`src/buck_boost_pwm_dither_mapper_defines.svh`:
```
// ----------------------------------------------------------------------------
// Buck-boost PWM dither mapper assertion macros
// Shared concurrent assertion wrappers, clocked on clock, quiet in reset.
// ----------------------------------------------------------------------------
`ifndef BUCK_BOOST_PWM_DITHER_MAPPER_DEFINES_SVH
`define BUCK_BOOST_PWM_DITHER_MAPPER_DEFINES_SVH

// same-cycle implication
`define BBPDM_ASSERT_NOW(lbl, ante, cons, msg) \
   lbl: assert property (@(posedge clock) disable iff (reset) (ante) |-> (cons)) \
      else $error(msg);

// next-cycle implication
`define BBPDM_ASSERT_NEXT(lbl, ante, cons, msg) \
   lbl: assert property (@(posedge clock) disable iff (reset) (ante) |=> (cons)) \
      else $error(msg);

`endif

```
`src/bbpdm_pkg.sv`:
```
`timescale 1ns / 1ps
// ----------------------------------------------------------------------------
// Buck-boost PWM dither mapper package
// Defaults, duty scaling helpers and the control bundle between stages.
// ----------------------------------------------------------------------------
package bbpdm_pkg;

   localparam int TIMER_TICKS_DEFAULT       = 1024;
   localparam int DITHER_SLOTS_LOG2_DEFAULT = 4;

   localparam int CMD_W     = 32;
   localparam int COMPARE_W = 12;
   localparam int DUTY_OUT_W = 16;
   localparam int SLOT_OUT_W = 4;

   // full scale in sub-tick units
   function automatic int full_ticks(input int ticks, input int slots_log2);
      full_ticks = ticks << slots_log2;
   endfunction

   function automatic int dead_ticks(input int ticks, input int slots_log2);
      dead_ticks = (full_ticks(ticks, slots_log2) * 2) / 100;
   endfunction

   // bootstrap-refresh ceiling: full scale less 6% reserve
   function automatic int ceil_ticks(input int ticks, input int slots_log2);
      ceil_ticks = full_ticks(ticks, slots_log2)
                 - (full_ticks(ticks, slots_log2) * 6) / 100;
   endfunction

   function automatic int max_duty(input int ticks, input int slots_log2);
      max_duty = (full_ticks(ticks, slots_log2) * 170) / 100;
   endfunction

   typedef struct packed {
      logic                  enabled;
      logic [DUTY_OUT_W-1:0] logical_duty;
   } map_ctl_type;

endpackage

```
`src/bbpdm_front.sv`:
```
`timescale 1ns / 1ps
// ----------------------------------------------------------------------------
// Buck-boost PWM dither mapper front end
// Command register, clamp, dead band and two-leg mapping.
// ----------------------------------------------------------------------------
module bbpdm_front #(
   parameter int TIMER_TICKS       = bbpdm_pkg::TIMER_TICKS_DEFAULT,
   parameter int DITHER_SLOTS_LOG2 = bbpdm_pkg::DITHER_SLOTS_LOG2_DEFAULT,
   localparam int CEIL_TICKS = bbpdm_pkg::ceil_ticks(TIMER_TICKS, DITHER_SLOTS_LOG2),
   localparam int LEG_W      = $clog2(CEIL_TICKS + 1)
) (
   input  logic                          clock,
   input  logic                          reset,
   input  logic                          req_valid,
   output logic                          req_stall,
   input  logic signed [bbpdm_pkg::CMD_W-1:0] req_duty_command,
   output logic                          map_valid,
   input  logic                          map_ready,
   output bbpdm_pkg::map_ctl_type        map_ctl,
   output logic [LEG_W-1:0]              map_boost,
   output logic [LEG_W-1:0]              map_buck
);

   localparam int DEAD_TICKS = bbpdm_pkg::dead_ticks(TIMER_TICKS, DITHER_SLOTS_LOG2);
   localparam int MAX_DUTY   = bbpdm_pkg::max_duty(TIMER_TICKS, DITHER_SLOTS_LOG2);
   localparam int CAP_DUTY   = MAX_DUTY - DEAD_TICKS;
   localparam int DUTY_W     = $clog2(2 * CEIL_TICKS + 1);

   logic                        cmd_valid_ff, cmd_valid_in;
   logic [bbpdm_pkg::CMD_W-1:0] cmd_ff;
   logic                        accept;
   logic [DUTY_W-1:0]           duty;
   logic [DUTY_W-1:0]           hw_duty;
   logic [DUTY_W-1:0]           boost_raw;
   logic [31:0]                 duty_ext;
   logic                        enabled;

   assign req_stall = cmd_valid_ff && !map_ready;
   assign accept    = req_valid && !req_stall;

   always_comb begin
      if (accept) begin
         cmd_valid_in = 1'b1;
      end else if (map_ready) begin
         cmd_valid_in = 1'b0;
      end else begin
         cmd_valid_in = cmd_valid_ff;
      end
   end

   always_ff @(posedge clock) begin
      if (reset) begin
         cmd_valid_ff <= 1'b0;
      end else begin
         cmd_valid_ff <= cmd_valid_in;
      end
   end

   always_ff @(posedge clock) begin
      if (accept) begin
         cmd_ff <= req_duty_command;
      end
   end

   // clamp to 0..max duty
   always_comb begin
      priority if (cmd_ff[bbpdm_pkg::CMD_W-1]) begin
         duty = '0;
      end else if (cmd_ff[bbpdm_pkg::CMD_W-2:0] > (bbpdm_pkg::CMD_W-1)'(MAX_DUTY)) begin
         duty = DUTY_W'(MAX_DUTY);
      end else begin
         duty = cmd_ff[DUTY_W-1:0];
      end
   end

   assign enabled   = (duty >= DUTY_W'(DEAD_TICKS));
   assign hw_duty   = (duty > DUTY_W'(CAP_DUTY)) ? DUTY_W'(CAP_DUTY) : duty;
   // 2*ceil exceeds the cap, so this never goes negative
   assign boost_raw = DUTY_W'(2 * CEIL_TICKS) - hw_duty;

   always_comb begin
      if (!enabled) begin
         map_boost = '0;
         map_buck  = '0;
      end else begin
         map_boost = (boost_raw > DUTY_W'(CEIL_TICKS)) ? LEG_W'(CEIL_TICKS)
                                                       : boost_raw[LEG_W-1:0];
         map_buck  = (hw_duty > DUTY_W'(CEIL_TICKS)) ? LEG_W'(CEIL_TICKS)
                                                     : hw_duty[LEG_W-1:0];
      end
   end

   assign duty_ext             = 32'(duty);
   assign map_ctl.enabled      = enabled;
   assign map_ctl.logical_duty = duty_ext[bbpdm_pkg::DUTY_OUT_W-1:0];
   assign map_valid            = cmd_valid_ff;

endmodule

```
`src/bbpdm_dither.sv`:
```
`timescale 1ns / 1ps
// ----------------------------------------------------------------------------
// Buck-boost PWM dither mapper slot emitter
// Holds one mapped transaction and emits its dither slots through an
// output register, one slot per cycle while rsp_stall is low.
// ----------------------------------------------------------------------------
`include "buck_boost_pwm_dither_mapper_defines.svh"

module bbpdm_dither #(
   parameter int TIMER_TICKS       = bbpdm_pkg::TIMER_TICKS_DEFAULT,
   parameter int DITHER_SLOTS_LOG2 = bbpdm_pkg::DITHER_SLOTS_LOG2_DEFAULT,
   localparam int CEIL_TICKS = bbpdm_pkg::ceil_ticks(TIMER_TICKS, DITHER_SLOTS_LOG2),
   localparam int LEG_W      = $clog2(CEIL_TICKS + 1)
) (
   input  logic                                clock,
   input  logic                                reset,
   input  logic                                map_valid,
   output logic                                map_ready,
   input  bbpdm_pkg::map_ctl_type              map_ctl,
   input  logic [LEG_W-1:0]                    map_boost,
   input  logic [LEG_W-1:0]                    map_buck,
   output logic                                rsp_valid,
   input  logic                                rsp_stall,
   output logic [bbpdm_pkg::SLOT_OUT_W-1:0]    rsp_slot_index,
   output logic [bbpdm_pkg::COMPARE_W-1:0]     rsp_boost_leg_compare,
   output logic [bbpdm_pkg::COMPARE_W-1:0]     rsp_buck_leg_compare,
   output logic                                rsp_outputs_enabled,
   output logic [bbpdm_pkg::DUTY_OUT_W-1:0]    rsp_logical_duty,
   output logic                                rsp_last_slot
);

   localparam int L = DITHER_SLOTS_LOG2;

   logic                   run_valid_ff, run_valid_in;
   bbpdm_pkg::map_ctl_type run_ctl_ff;
   logic [LEG_W-1:0]       run_boost_ff, run_buck_ff;
   logic [L-1:0]           slot_ff, slot_in;

   logic                   rsp_valid_ff, rsp_valid_in;
   logic [bbpdm_pkg::SLOT_OUT_W-1:0] slot_index_ff;
   logic [bbpdm_pkg::COMPARE_W-1:0]  boost_cmp_ff, buck_cmp_ff;
   logic                   enabled_ff;
   logic [bbpdm_pkg::DUTY_OUT_W-1:0] duty_ff;
   logic                   last_ff;

   logic                   out_load, emit, last_now, run_done, run_load;
   logic [LEG_W-1:0]       boost_base, buck_base;
   logic                   boost_bump, buck_bump;
   logic [31:0]            boost_word, buck_word, slot_ext;

   assign out_load  = !rsp_valid_ff || !rsp_stall;
   assign emit      = run_valid_ff && out_load;
   assign last_now  = (slot_ff == {L{1'b1}});
   assign run_done  = emit && last_now;
   assign map_ready = !run_valid_ff || run_done;
   assign run_load  = map_valid && map_ready;

   always_comb begin
      if (run_load) begin
         run_valid_in = 1'b1;
      end else if (run_done) begin
         run_valid_in = 1'b0;
      end else begin
         run_valid_in = run_valid_ff;
      end
   end

   always_comb begin
      if (run_load) begin
         slot_in = '0;
      end else if (emit) begin
         slot_in = slot_ff + L'(1);
      end else begin
         slot_in = slot_ff;
      end
   end

   assign rsp_valid_in = out_load ? run_valid_ff : rsp_valid_ff;

   always_ff @(posedge clock) begin
      if (reset) begin
         run_valid_ff <= 1'b0;
         slot_ff      <= '0;
         rsp_valid_ff <= 1'b0;
      end else begin
         run_valid_ff <= run_valid_in;
         slot_ff      <= slot_in;
         rsp_valid_ff <= rsp_valid_in;
      end
   end

   always_ff @(posedge clock) begin
      if (run_load) begin
         run_ctl_ff   <= map_ctl;
         run_boost_ff <= map_boost;
         run_buck_ff  <= map_buck;
      end
   end

   // slot i gets base+1 while i is below the fractional part
   assign boost_base = run_boost_ff >> L;
   assign buck_base  = run_buck_ff >> L;
   assign boost_bump = (slot_ff < run_boost_ff[L-1:0]);
   assign buck_bump  = (slot_ff < run_buck_ff[L-1:0]);
   assign boost_word = 32'(boost_base) + 32'(boost_bump);
   assign buck_word  = 32'(buck_base) + 32'(buck_bump);
   assign slot_ext   = 32'(slot_ff);

   always_ff @(posedge clock) begin
      if (emit) begin
         slot_index_ff <= slot_ext[bbpdm_pkg::SLOT_OUT_W-1:0];
         boost_cmp_ff  <= boost_word[bbpdm_pkg::COMPARE_W-1:0];
         buck_cmp_ff   <= buck_word[bbpdm_pkg::COMPARE_W-1:0];
         enabled_ff    <= run_ctl_ff.enabled;
         duty_ff       <= run_ctl_ff.logical_duty;
         last_ff       <= last_now;
      end
   end

   assign rsp_valid             = rsp_valid_ff;
   assign rsp_slot_index        = slot_index_ff;
   assign rsp_boost_leg_compare = boost_cmp_ff;
   assign rsp_buck_leg_compare  = buck_cmp_ff;
   assign rsp_outputs_enabled   = enabled_ff;
   assign rsp_logical_duty      = duty_ff;
   assign rsp_last_slot         = last_ff;

   // a run continues without a gap once a non-final slot is taken
   `BBPDM_ASSERT_NEXT(a_slot_follows, rsp_valid_ff && !rsp_stall && !last_ff, rsp_valid_ff && slot_index_ff == $past(slot_index_ff) + 4'd1, "dither slot sequence broken")

   `BBPDM_ASSERT_NEXT(a_run_stable, rsp_valid_ff && !rsp_stall && !last_ff, $stable(enabled_ff) && $stable(duty_ff), "run fields changed mid-run")

   `BBPDM_ASSERT_NOW(a_dead_band_zero, rsp_valid_ff && !enabled_ff, boost_cmp_ff == '0 && buck_cmp_ff == '0, "nonzero compare with outputs disabled")

   `BBPDM_ASSERT_NOW(a_no_overwrite, run_load, !run_valid_ff || run_done, "run register overwritten while busy")

endmodule

```
`src/buck_boost_pwm_dither_mapper.sv`:
```
`timescale 1ns / 1ps
// ----------------------------------------------------------------------------
// Buck-boost PWM dither mapper
// Clamps a signed duty command, maps it onto boost and buck legs under a
// bootstrap-refresh ceiling and emits each leg as a dither table of
// compare words, one slot per transaction.
//
//   channel | prefix | direction | per transaction
//   --------+--------+-----------+---------------------------------------
//   request | req_   | in        | one duty command
//   result  | rsp_   | out       | one dither slot, 2**DITHER_SLOTS_LOG2 per command
//
// Each command yields 2**DITHER_SLOTS_LOG2 results (16 by default), one per
// cycle while rsp_stall is low; the slot counter in the emitter sets the
// sustained command rate.
// The first result passes the input register, the run register and the output
// register; a following command waits in the input register and its first slot
// follows the last slot of the previous run with no idle cycle.
// rsp_stall holds the output register; req_stall rises while the input
// register and the run register are occupied, unless the last slot is emitted.
// Synchronous active-high reset clears all valid flags and the slot counter.
// ----------------------------------------------------------------------------
module buck_boost_pwm_dither_mapper #(
   parameter int TIMER_TICKS       = bbpdm_pkg::TIMER_TICKS_DEFAULT,
   parameter int DITHER_SLOTS_LOG2 = bbpdm_pkg::DITHER_SLOTS_LOG2_DEFAULT
) (
   input  logic                                clock,
   input  logic                                reset,
   input  logic                                req_valid,
   output logic                                req_stall,
   input  logic signed [bbpdm_pkg::CMD_W-1:0]  req_duty_command,
   output logic                                rsp_valid,
   input  logic                                rsp_stall,
   output logic [bbpdm_pkg::SLOT_OUT_W-1:0]    rsp_slot_index,
   output logic [bbpdm_pkg::COMPARE_W-1:0]     rsp_boost_leg_compare,
   output logic [bbpdm_pkg::COMPARE_W-1:0]     rsp_buck_leg_compare,
   output logic                                rsp_outputs_enabled,
   output logic [bbpdm_pkg::DUTY_OUT_W-1:0]    rsp_logical_duty,
   output logic                                rsp_last_slot
);

   localparam int CEIL_TICKS = bbpdm_pkg::ceil_ticks(TIMER_TICKS, DITHER_SLOTS_LOG2);
   localparam int LEG_W      = $clog2(CEIL_TICKS + 1);

   logic                   map_valid, map_ready;
   bbpdm_pkg::map_ctl_type map_ctl;
   logic [LEG_W-1:0]       map_boost, map_buck;

   bbpdm_front #(
      .TIMER_TICKS       (TIMER_TICKS),
      .DITHER_SLOTS_LOG2 (DITHER_SLOTS_LOG2)
   ) u_front (
      .clock            (clock),
      .reset            (reset),
      .req_valid        (req_valid),
      .req_stall        (req_stall),
      .req_duty_command (req_duty_command),
      .map_valid        (map_valid),
      .map_ready        (map_ready),
      .map_ctl          (map_ctl),
      .map_boost        (map_boost),
      .map_buck         (map_buck)
   );

   bbpdm_dither #(
      .TIMER_TICKS       (TIMER_TICKS),
      .DITHER_SLOTS_LOG2 (DITHER_SLOTS_LOG2)
   ) u_dither (
      .clock                 (clock),
      .reset                 (reset),
      .map_valid             (map_valid),
      .map_ready             (map_ready),
      .map_ctl               (map_ctl),
      .map_boost             (map_boost),
      .map_buck              (map_buck),
      .rsp_valid             (rsp_valid),
      .rsp_stall             (rsp_stall),
      .rsp_slot_index        (rsp_slot_index),
      .rsp_boost_leg_compare (rsp_boost_leg_compare),
      .rsp_buck_leg_compare  (rsp_buck_leg_compare),
      .rsp_outputs_enabled   (rsp_outputs_enabled),
      .rsp_logical_duty      (rsp_logical_duty),
      .rsp_last_slot         (rsp_last_slot)
   );

endmodule
```
`config.mk`:
```
export PLATFORM = sky130hd
export DESIGN_NAME = buck_boost_pwm_dither_mapper
export DESIGN_NICKNAME = d
export VERILOG_FILES = /design/src/bbpdm_pkg.sv /design/src/bbpdm_front.sv /design/src/bbpdm_dither.sv /design/src/buck_boost_pwm_dither_mapper.sv
export VERILOG_INCLUDE_DIRS = /design/src /design/src/src
export SDC_FILE = /design/constraint.sdc
export NUM_CORES = 1
export LEC_CHECK = 0
export BUFFER_PORTS_ARGS = -buffer_cell sky130_fd_sc_hd__buf_2
export CAP_MARGIN = 20
export CORE_UTILIZATION = 30
export DETAILED_ROUTE_END_ITERATION = 16
export PLACE_DENSITY = 0.55
export SYNTH_ARGS = -nofsm -noshare
export SYNTH_HDL_FRONTEND = slang
export SYNTH_SLANG_ARGS = --single-unit
```
`constraint.sdc`:
```
create_clock -name clock -period 4.9 [get_ports clock]
set_input_delay 1.225 -clock clock [delete_from_list [all_inputs] [get_ports clock]]
set_output_delay 1.225 -clock clock [all_outputs]
set_load 0.02 [all_outputs]
```
==> run_summary.xml, run 1 <==
<?xml version="1.0" encoding="UTF-8"?>
<metrics>
  <group name="sta">
    <metric name="final_period_util" unit="%">91.1</metric>
    <metric name="slew_headroom" unit="%">45.2</metric>
    <metric name="hold_viol" unit="">0</metric>
    <metric name="final-setup-viol-count" unit="">0</metric>
    <metric name="rsz_0062_raised_after_global_routing" unit="">false</metric>
    <metric name="worst_slew_pin_slew" unit="ns">0.818</metric>
    <metric name="skew" unit="ns">0.00862</metric>
    <metric name="final.setup.tns" unit="ns">0</metric>
    <metric name="achievable-frequency" unit="MHz">224</metric>
    <metric name="finalMaxSlewViolations" unit="">0</metric>
    <metric name="final_period_minus_worst_setup_slack" unit="ns">4.46</metric>
  </group>
  <group name="power">
    <metric name="totalPowerFinal" unit="µW">2700</metric>
    <metric name="power_switching_share" unit="%">23.1</metric>
    <metric name="p_seq_share" unit="%">47.1</metric>
    <metric name="share_comb_of_total_power" unit="%">7.3</metric>
    <metric name="power.net_switching" unit="µW">623</metric>
    <metric name="power.ir.vdd_worst" unit="µV">243</metric>
    <metric name="power_leakage" unit="µW">0.00258</metric>
    <metric name="p_clk_share" unit="%">45.6</metric>
    <metric name="ratio_of_total_power_to_cell_area" unit="mW/mm²">388</metric>
    <metric name="internal_power" unit="µW">2070</metric>
  </group>
  <group name="routing">
    <metric name="route.final.wire_length" unit="mm">12.5</metric>
    <metric name="dr_total_vias" unit="">3689</metric>
    <metric name="drtPass1Iterations" unit="">4</metric>
    <metric name="drtIter0Drc" unit="">245</metric>
    <metric name="wl_per_cell" unit="µm">16.3</metric>
    <metric name="remaining_drc_errors" unit="">0</metric>
    <metric name="via_per_inst" unit="">4.80</metric>
    <metric name="ant_nets" unit="">0</metric>
  </group>
  <group name="synthesis">
    <metric name="synth.ff_latch_count" unit="">126</metric>
    <metric name="yosys_warnings" unit="">0</metric>
    <metric name="post_synthesis_mean_instance_area" unit="µm²">13.1</metric>
    <metric name="synthArstFlopShare" unit="%">0</metric>
    <metric name="syn-instance-count" unit="">433</metric>
    <metric name="synth-seq-area-share" unit="%">65.3</metric>
    <metric name="synth_cell_types" unit="">64</metric>
    <metric name="mappedNetlistArea" unit="mm²">0.00569</metric>
    <metric name="synth_enable_flop_cells" unit="">119</metric>
    <metric name="yosys_most_used_dff" unit="">sky130_fd_sc_hd__edfxtp_1</metric>
  </group>
  <group name="clock_tree">
    <metric name="holdBufCountCts" unit="">0</metric>
    <metric name="clock_latency" unit="ns">0.42</metric>
    <metric name="ctsLongestPathBuffers" unit="">2</metric>
    <metric name="tritoncts_num_sinks" unit="">126</metric>
    <metric name="clock_tree_from_tritoncts" unit="">built</metric>
    <metric name="cts_made_buffers" unit="">17</metric>
    <metric name="post_cts_resize_count" unit="">0</metric>
    <metric name="clkSlewWorstSetupHoldPaths" unit="ns">0.06</metric>
    <metric name="clock_tree.root_cell" unit="">sky130_fd_sc_hd__clkbuf_16</metric>
    <metric name="htree_num_levels" unit="">4</metric>
    <metric name="cts_setup_buffers" unit="">0</metric>
  </group>
  <group name="job">
    <metric name="cap_violations" unit="">0</metric>
  </group>
  <group name="placed_design">
    <metric name="place_area" unit="mm²">0.00635</metric>
    <metric name="finalWeightedCongestion" unit="">0.841</metric>
    <metric name="place_hpwl" unit="mm">9.15</metric>
    <metric name="port_buffers" unit="">80</metric>
    <metric name="dp.cells" unit="">736</metric>
  </group>
  <group name="floorplan">
    <metric name="pin_count" unit="">84</metric>
    <metric name="die_height" unit="µm">140</metric>
    <metric name="std_cell_rows" unit="">49</metric>
    <metric name="die_w" unit="µm">140</metric>
    <metric name="initial_utilization" unit="%">31.1</metric>
    <metric name="core_region_area" unit="mm²">0.0183</metric>
    <metric name="design.die.area" unit="mm²">0.0195</metric>
  </group>
  <group name="global_routing">
    <metric name="grt_antenna_before_repair" unit="">0</metric>
    <metric name="via_count_of_the_first_global_routing_pass" unit="">3714</metric>
    <metric name="wire_length_of_the_first_global_routing_pass" unit="mm">19.8</metric>
    <metric name="grt_max_degree" unit="">48</metric>
    <metric name="globalRoute.totalOverflow" unit="">0</metric>
    <metric name="grt.total_usage" unit="%">13.6</metric>
  </group>
  <group name="layout">
    <metric name="antenna_cells_inserted" unit="">0</metric>
    <metric name="fillCellCount" unit="">1799</metric>
    <metric name="layout-area-overhead-vs-synth" unit="%">22.3</metric>
    <metric name="nets" unit="">576</metric>
    <metric name="fin_area" unit="mm²">0.00696</metric>
    <metric name="fraction_of_final_layout_cells_sized_beyond_drive_strength_1" unit="%">27.8</metric>
    <metric name="finalNonFillerCells" unit="">769</metric>
  </group>
  <group name="run_status">
    <metric name="run_status" unit="">complete, no violations</metric>
  </group>
  <group name="setup_path">
    <metric name="reg2reg_depth" unit="">14</metric>
    <metric name="reg_to_reg_slack_setup" unit="ns">0.44</metric>
    <metric name="crit_fanout" unit="">11</metric>
    <metric name="critPathArrivalTime" unit="ns">4.59</metric>
    <metric name="start_kind" unit="">flip-flop</metric>
    <metric name="setup.worst_path.end_class" unit="">flip-flop</metric>
    <metric name="required_time_reported_for_the_critical_path_endpoint" unit="ns">5.02</metric>
    <metric name="critical_path_class" unit="">flip-flop to flip-flop</metric>
    <metric name="worst_r2r_startpoint" unit="">u_front.cmd_ff[11]</metric>
    <metric name="critical_path.reg2reg.endpoint" unit="">u_dither.run_boost_ff[8]</metric>
  </group>
  <group name="hold_path">
    <metric name="worstHoldEndpoint" unit="">u_dither.rsp_logical_duty[1]</metric>
    <metric name="hp-start" unit="">u_dither.run_ctl_ff[1]</metric>
    <metric name="hp-class" unit="">flip-flop to flip-flop</metric>
    <metric name="hold-path-cell-count" unit="">0</metric>
  </group>
</metrics>
## power by group through the flow
stage                     combinational (µW)  clock (µW)  sequential [µW]
after CTS                                197        1260             1270
after global placement                   197           0             1290
after global routing                     216        1310             1280
after detailed placement                 196           0             1290
after floorplan                          114           0             1310
final                                    198        1230             1270
## cells in the mapped netlist (2+ instances only)
library cell | count | area, µm²
sky130_fd_sc_hd__a211oi_1 | 2 | 15.0
sky130_fd_sc_hd__a21boi_0 | 2 | 15.0
sky130_fd_sc_hd__a21o_1 | 4 | 30.0
sky130_fd_sc_hd__a21oi_1 | 22 | 110
sky130_fd_sc_hd__a31oi_1 | 8 | 50.1
sky130_fd_sc_hd__a41oi_1 | 2 | 17.5
sky130_fd_sc_hd__and2_1 | 2 | 12.5
sky130_fd_sc_hd__and2_2 | 5 | 37.5
sky130_fd_sc_hd__and3_1 | 7 | 43.8
sky130_fd_sc_hd__and4_1 | 3 | 26.3
sky130_fd_sc_hd__buf_2 | 2 | 10.0
sky130_fd_sc_hd__buf_4 | 7 | 52.6
sky130_fd_sc_hd__buf_6 | 3 | 33.8
sky130_fd_sc_hd__clkbuf_1 | 8 | 30.0
sky130_fd_sc_hd__clkbuf_8 | 2 | 27.5
sky130_fd_sc_hd__dfxtp_1 | 7 | 140
sky130_fd_sc_hd__edfxtp_1 | 119 | 3570
sky130_fd_sc_hd__ha_1 | 13 | 163
sky130_fd_sc_hd__inv_1 | 16 | 60.1
sky130_fd_sc_hd__nand2_1 | 28 | 105
sky130_fd_sc_hd__nand2b_1 | 2 | 12.5
sky130_fd_sc_hd__nand3_1 | 12 | 60.1
sky130_fd_sc_hd__nand4_1 | 7 | 43.8
sky130_fd_sc_hd__nand4bb_1 | 2 | 22.5
sky130_fd_sc_hd__nor2_1 | 44 | 165
sky130_fd_sc_hd__nor2b_1 | 3 | 18.8
sky130_fd_sc_hd__nor3_1 | 13 | 65.1
sky130_fd_sc_hd__nor4_1 | 9 | 56.3
sky130_fd_sc_hd__nor4b_1 | 2 | 17.5
sky130_fd_sc_hd__o211ai_1 | 2 | 15.0
sky130_fd_sc_hd__o21ai_0 | 12 | 60.1
sky130_fd_sc_hd__o31a_1 | 3 | 26.3
sky130_fd_sc_hd__o31ai_1 | 3 | 22.5
sky130_fd_sc_hd__or4_1 | 2 | 15.0
sky130_fd_sc_hd__xnor2_1 | 17 | 149
sky130_fd_sc_hd__xor2_1 | 10 | 87.6
## stage by stage
stage	utilization [%]	hold WS (ns)	setup WS, ns
2_1_floorplan	-	0.400	0.727
3_3_place_gp	34.7	0.405	0.350
3_5_place_dp	34.7	0.405	0.300
4_1_cts	37.9	0.417	0.264
5_1_grt	38.1	0.431	0.103
6_report	38.1	0.416	0.437
## how the worst max path moves through the flow
stage	startpoint	endpoint	slack (ns)
3_5_place_dp	u_front.cmd_ff[9]	u_dither.run_boost_ff[8]	0.30
2_1_floorplan	u_front.cmd_ff[0]	u_dither.run_boost_ff[3]	0.73
4_1_cts	u_front.cmd_ff[9]	u_dither.run_boost_ff[8]	0.26
3_3_place_gp	u_front.cmd_ff[1]	u_dither.run_boost_ff[8]	0.35
5_1_grt	u_front.cmd_ff[9]	u_dither.run_boost_ff[1]	0.10
6_report	u_front.cmd_ff[11]	u_dither.run_boost_ff[8]	0.44
## metal layers
| metal | global-route usage [%] | vias up | routed length (µm) |
|---|---|---|---|
| li1 | - | 1816 | - |
| met1 | 17.1 | 1746 | 5810 |
| met2 | 21.7 | 115 | 5820 |
| met3 | 4.06 | 12 | 652 |
| met4 | 5.67 | 0 | 213 |
| met5 | 0 | - | 0 |
## sequential cells by signal (all words and copies together) (netlist names)
signal	count
u_front.map_valid	1
u_dither.run_valid_ff	1
u_dither.rsp_outputs_enabled	1
u_dither.rsp_logical_duty	15
u_dither.rsp_valid	1
u_dither.slot_ff	4
u_dither.run_boost_ff	14
u_dither.run_buck_ff	14
u_front.cmd_ff	32
u_dither.rsp_buck_leg_compare	11
u_dither.rsp_boost_leg_compare	11
u_dither.rsp_last_slot	1
u_dither.rsp_slot_index	4
u_dither.run_ctl_ff	16
## placed cells by master (no fill, tap or decap), types with 3 or more instances in the layout
cell type,netlist,final
sky130_fd_sc_hd__dfxtp_1,7,7
sky130_fd_sc_hd__a31oi_1,8,8
sky130_fd_sc_hd__buf_4,7,15
sky130_fd_sc_hd__conb_1,1,3
sky130_fd_sc_hd__and4_1,3,3
sky130_fd_sc_hd__and3_1,7,7
sky130_fd_sc_hd__nor4_1,9,8
sky130_fd_sc_hd__xor2_1,10,10
sky130_fd_sc_hd__o21ai_0,12,12
sky130_fd_sc_hd__nand3_1,12,12
sky130_fd_sc_hd__buf_2,2,80
sky130_fd_sc_hd__ha_1,13,13
sky130_fd_sc_hd__inv_1,16,16
sky130_fd_sc_hd__nor3_1,13,13
sky130_fd_sc_hd__xnor2_1,17,17
sky130_fd_sc_hd__clkbuf_16,0,17
sky130_fd_sc_hd__nand4_1,7,7
sky130_fd_sc_hd__nor2_1,44,44
sky130_fd_sc_hd__o31a_1,3,3
sky130_fd_sc_hd__edfxtp_1,119,119
sky130_fd_sc_hd__nand2_1,28,28
sky130_fd_sc_hd__and2_2,5,6
sky130_fd_sc_hd__a21oi_1,22,22
sky130_fd_sc_hd__a21o_1,4,4
sky130_fd_sc_hd__clkinvlp_4,0,3
sky130_fd_sc_hd__clkinv_4,0,3
## cell type report
class / count / area, µm² / area share, %
clock buffer: 20 / 447 / 6.42
sequential: 126 / 3710 / 53.4
multi-input combinational: 269 / 1780 / 25.6
tap: 229 / 287 / 4.12
inverter: 17 / 63.8 / 0.917
timing repair buffer: 96 / 533 / 7.66
clock inverter: 12 / 136 / 1.96
## cell families after synthesis
group | synth area share, %
buffers and inverters | 3.91
xor gates and xnor gates | 4.16
DFF | 65.3
adders and majority gates | 2.86
and+or+nand+nor | 14.5
other | 0.0659
AOI/OAI and AO/OA | 8.82
muxes | 0.374
## critical path, cell delays in order (launching register included)
cell and delay, ns:
sky130_fd_sc_hd__edfxtp_1 0.61, sky130_fd_sc_hd__nand4b_4 0.17, sky130_fd_sc_hd__or4_1 0.58, sky130_fd_sc_hd__o21ai_0 0.21, sky130_fd_sc_hd__nand2_1 0.16, sky130_fd_sc_hd__o31ai_2 0.33, sky130_fd_sc_hd__inv_1 0.11, sky130_fd_sc_hd__ha_1 0.28
sky130_fd_sc_hd__nor4_2 0.34, sky130_fd_sc_hd__o21ai_0 0.18, sky130_fd_sc_hd__xor2_1 0.20, sky130_fd_sc_hd__nor3_1 0.07, sky130_fd_sc_hd__nor4b_1 0.49, sky130_fd_sc_hd__o31a_2 0.36, sky130_fd_sc_hd__a2111oi_4 0.08
Power figures use the tool's default switching activity.
==> run 2: changes to the inputs <==
BUFFER_PORTS_ARGS = -buffer_cell sky130_fd_sc_hd__clkbuf_2   (was -buffer_cell sky130_fd_sc_hd__buf_2)
==> run 2 against run 1 <==
Against the previous run: sequential power barely moved; fmax fell by 0.22%; sequential share of layout area barely moved; largest cell class unchanged.
==> run_summary.xml, run 2 (same netlist as run 1, synthesis figures left out) <==
<?xml version="1.0" encoding="UTF-8"?>
<metrics>
  <group name="run_status">
    <metric name="run_status" unit="">complete, no violations</metric>
  </group>
  <group name="floorplan">
    <metric name="core_region_area" unit="mm²">0.0183</metric>
    <metric name="pin_count" unit="">84</metric>
    <metric name="die_height" unit="µm">140</metric>
    <metric name="die_w" unit="µm">140</metric>
    <metric name="initial_utilization" unit="%">31.1</metric>
    <metric name="std_cell_rows" unit="">49</metric>
    <metric name="design.die.area" unit="mm²">0.0195</metric>
  </group>
  <group name="sta">
    <metric name="achievable-frequency" unit="MHz">224</metric>
    <metric name="rsz_0062_raised_after_global_routing" unit="">false</metric>
    <metric name="hold_viol" unit="">0</metric>
    <metric name="skew" unit="ns">0.00422</metric>
    <metric name="finalMaxSlewViolations" unit="">0</metric>
    <metric name="worst_slew_pin_slew" unit="ns">0.771</metric>
    <metric name="final.setup.tns" unit="ns">0</metric>
    <metric name="slew_headroom" unit="%">48.4</metric>
    <metric name="final-setup-viol-count" unit="">0</metric>
    <metric name="final_period_util" unit="%">91.3</metric>
    <metric name="final_period_minus_worst_setup_slack" unit="ns">4.47</metric>
  </group>
  <group name="setup_path">
    <metric name="cp_num_buf_inv" unit="">1</metric>
    <metric name="ordered_cell_list_for_the_critical_path" unit="">or3b_1 -&gt; or4_1 -&gt; o21ai_0 -&gt; nand2_1 -&gt; o31ai_1 -&gt; inv_1 -&gt; ha_1 -&gt; nor4_2 -&gt; o21ai_0 -&gt; xor2_1 -&gt; nor3_1 -&gt; nor4b_1 -&gt; o31a_2 -&gt; a2111oi_4</metric>
    <metric name="required_time_reported_for_the_critical_path_endpoint" unit="ns">5.02</metric>
    <metric name="setup.worst_path.end_class" unit="">flip-flop</metric>
    <metric name="path_delay_family" unit="">simple AND/OR/NAND/NOR gates</metric>
    <metric name="critPathArrivalTime" unit="ns">4.59</metric>
    <metric name="path_common_cell" unit="">sky130_fd_sc_hd__o21ai_0</metric>
    <metric name="slowest_delay" unit="ns">0.52</metric>
    <metric name="critical_path.slowest_cell" unit="">sky130_fd_sc_hd__edfxtp_1</metric>
    <metric name="start_kind" unit="">flip-flop</metric>
    <metric name="critical_path_class" unit="">flip-flop to flip-flop</metric>
    <metric name="crit_fanout" unit="">9</metric>
  </group>
  <group name="layout">
    <metric name="nets" unit="">575</metric>
    <metric name="layout.area.seq" unit="mm²">0.00371</metric>
    <metric name="layout.cells.most_common" unit="">sky130_fd_sc_hd__edfxtp_1</metric>
    <metric name="area_of_combinational_cells_with_multiple_inputs" unit="mm²">0.00178</metric>
    <metric name="finalNonFillerCells" unit="">768</metric>
    <metric name="mostFrequentLayoutCells" unit="">119 x sky130_fd_sc_hd__edfxtp_1, 80 x sky130_fd_sc_hd__clkbuf_2, 44 x sky130_fd_sc_hd__nor2_1</metric>
    <metric name="fillCellCount" unit="">1792</metric>
    <metric name="antenna_cells_inserted" unit="">0</metric>
    <metric name="largest_register" unit="">u_front.cmd_ff</metric>
    <metric name="fraction_of_final_layout_cells_sized_beyond_drive_strength_1" unit="%">27.3</metric>
    <metric name="layout-area-overhead-vs-synth" unit="%">22.3</metric>
    <metric name="largest_register_ffs" unit="">32</metric>
  </group>
  <group name="clock_tree">
    <metric name="cts_made_buffers" unit="">17</metric>
    <metric name="htree_num_levels" unit="">4</metric>
    <metric name="tritoncts_num_sinks" unit="">126</metric>
    <metric name="ctsLongestPathBuffers" unit="">2</metric>
    <metric name="clock_latency" unit="ns">0.41</metric>
    <metric name="clock_tree_from_tritoncts" unit="">built</metric>
    <metric name="clock_tree.root_cell" unit="">sky130_fd_sc_hd__clkbuf_16</metric>
    <metric name="clkSlewWorstSetupHoldPaths" unit="ns">0.06</metric>
  </group>
  <group name="placed_design">
    <metric name="port_buffers" unit="">80</metric>
    <metric name="finalWeightedCongestion" unit="">0.835</metric>
    <metric name="dp.cells" unit="">735</metric>
    <metric name="place_hpwl" unit="mm">9.17</metric>
  </group>
  <group name="routing">
    <metric name="ant_nets" unit="">0</metric>
    <metric name="via_per_inst" unit="">4.78</metric>
    <metric name="wl_per_cell" unit="µm">16.1</metric>
    <metric name="remaining_drc_errors" unit="">0</metric>
    <metric name="drtPass1Iterations" unit="">5</metric>
    <metric name="drtIter0Drc" unit="">271</metric>
    <metric name="route.final.wire_length" unit="mm">12.3</metric>
    <metric name="dr_total_vias" unit="">3674</metric>
  </group>
  <group name="global_routing">
    <metric name="via_count_of_the_first_global_routing_pass" unit="">3631</metric>
    <metric name="grt_max_degree" unit="">48</metric>
    <metric name="grt_antenna_before_repair" unit="">0</metric>
    <metric name="wire_length_of_the_first_global_routing_pass" unit="mm">19.7</metric>
    <metric name="grt.total_usage" unit="%">13.4</metric>
    <metric name="globalRoute.totalOverflow" unit="">0</metric>
  </group>
  <group name="power">
    <metric name="power.ir.vdd_worst" unit="µV">229</metric>
    <metric name="totalPowerFinal" unit="µW">2720</metric>
    <metric name="ratio_of_total_power_to_cell_area" unit="mW/mm²">391</metric>
    <metric name="power_leakage" unit="µW">0.00260</metric>
  </group>
  <group name="hold_path">
    <metric name="hp-class" unit="">flip-flop to flip-flop</metric>
  </group>
  <group name="job">
    <metric name="cap_violations" unit="">0</metric>
  </group>
</metrics>
-- run 2: per-stage QoR --
stage	utilization, %	setup slack, ns	hold slack (ns)	area (µm²)
after floorplan	-	0.727	0.400	5700
after global placement	34.7	0.381	0.405	6340
after detailed placement	34.7	0.265	0.405	6340
after CTS	37.9	0.237	0.414	6930
after global routing	38.1	0.0904	0.417	6960
final	38.1	0.427	0.413	6960
-- run 2: worst paths after layout --
| kind | start | to | slack, ns | depth (start not counted) |
|---|---|---|---|---|
| setup / recovery | u_front.cmd_ff[1] | u_dither.run_boost_ff[8] | 0.43 | 14 |
| hold / removal | u_dither.run_ctl_ff[14] | u_dither.rsp_logical_duty[14] | 0.41 | 0 |
| setup reg to reg | u_front.cmd_ff[1] | u_dither.run_boost_ff[8] | 0.43 | 14 |
| hold reg to reg | u_dither.run_ctl_ff[14] | u_dither.rsp_logical_duty[14] | 0.41 | 0 |
-- run 2: cell type report --
type / count / area share, %
Clock buffer: 17 / 6.11
Multi-Input combinational cell: 269 / 25.5
Clock inverter: 15 / 2.43
Timing Repair Buffer: 95 / 7.55
Tap cell: 229 / 4.12
Inverter: 17 / 0.917
Sequential cell: 126 / 53.4
-- run 2: repair_timing --
action	in CTS	in global routing
setup buffers	0	0
resized for setup	0	1
endpoints found under the hold margin	0	0
endpoints found under the setup margin	0	10
hold buffers	0	0
-- run 2: routing by layer --
metal  routed length, µm  share of wire (%)  track usage (%)  up-vias
met5                   0                  0                0        -
met1                5620                 46             17.0     1747
met3                 666                5.4             3.72       18
met4                 236                1.9             5.73        0
met2                5820                 47             21.3      109
li1                    -                  -                -     1800
-- run 2: power by group --
part,switching (µW),internal [µW]
Sequential,30.2,1240
Clock,458,795
Combinational,126,68.2
Total,614,2100
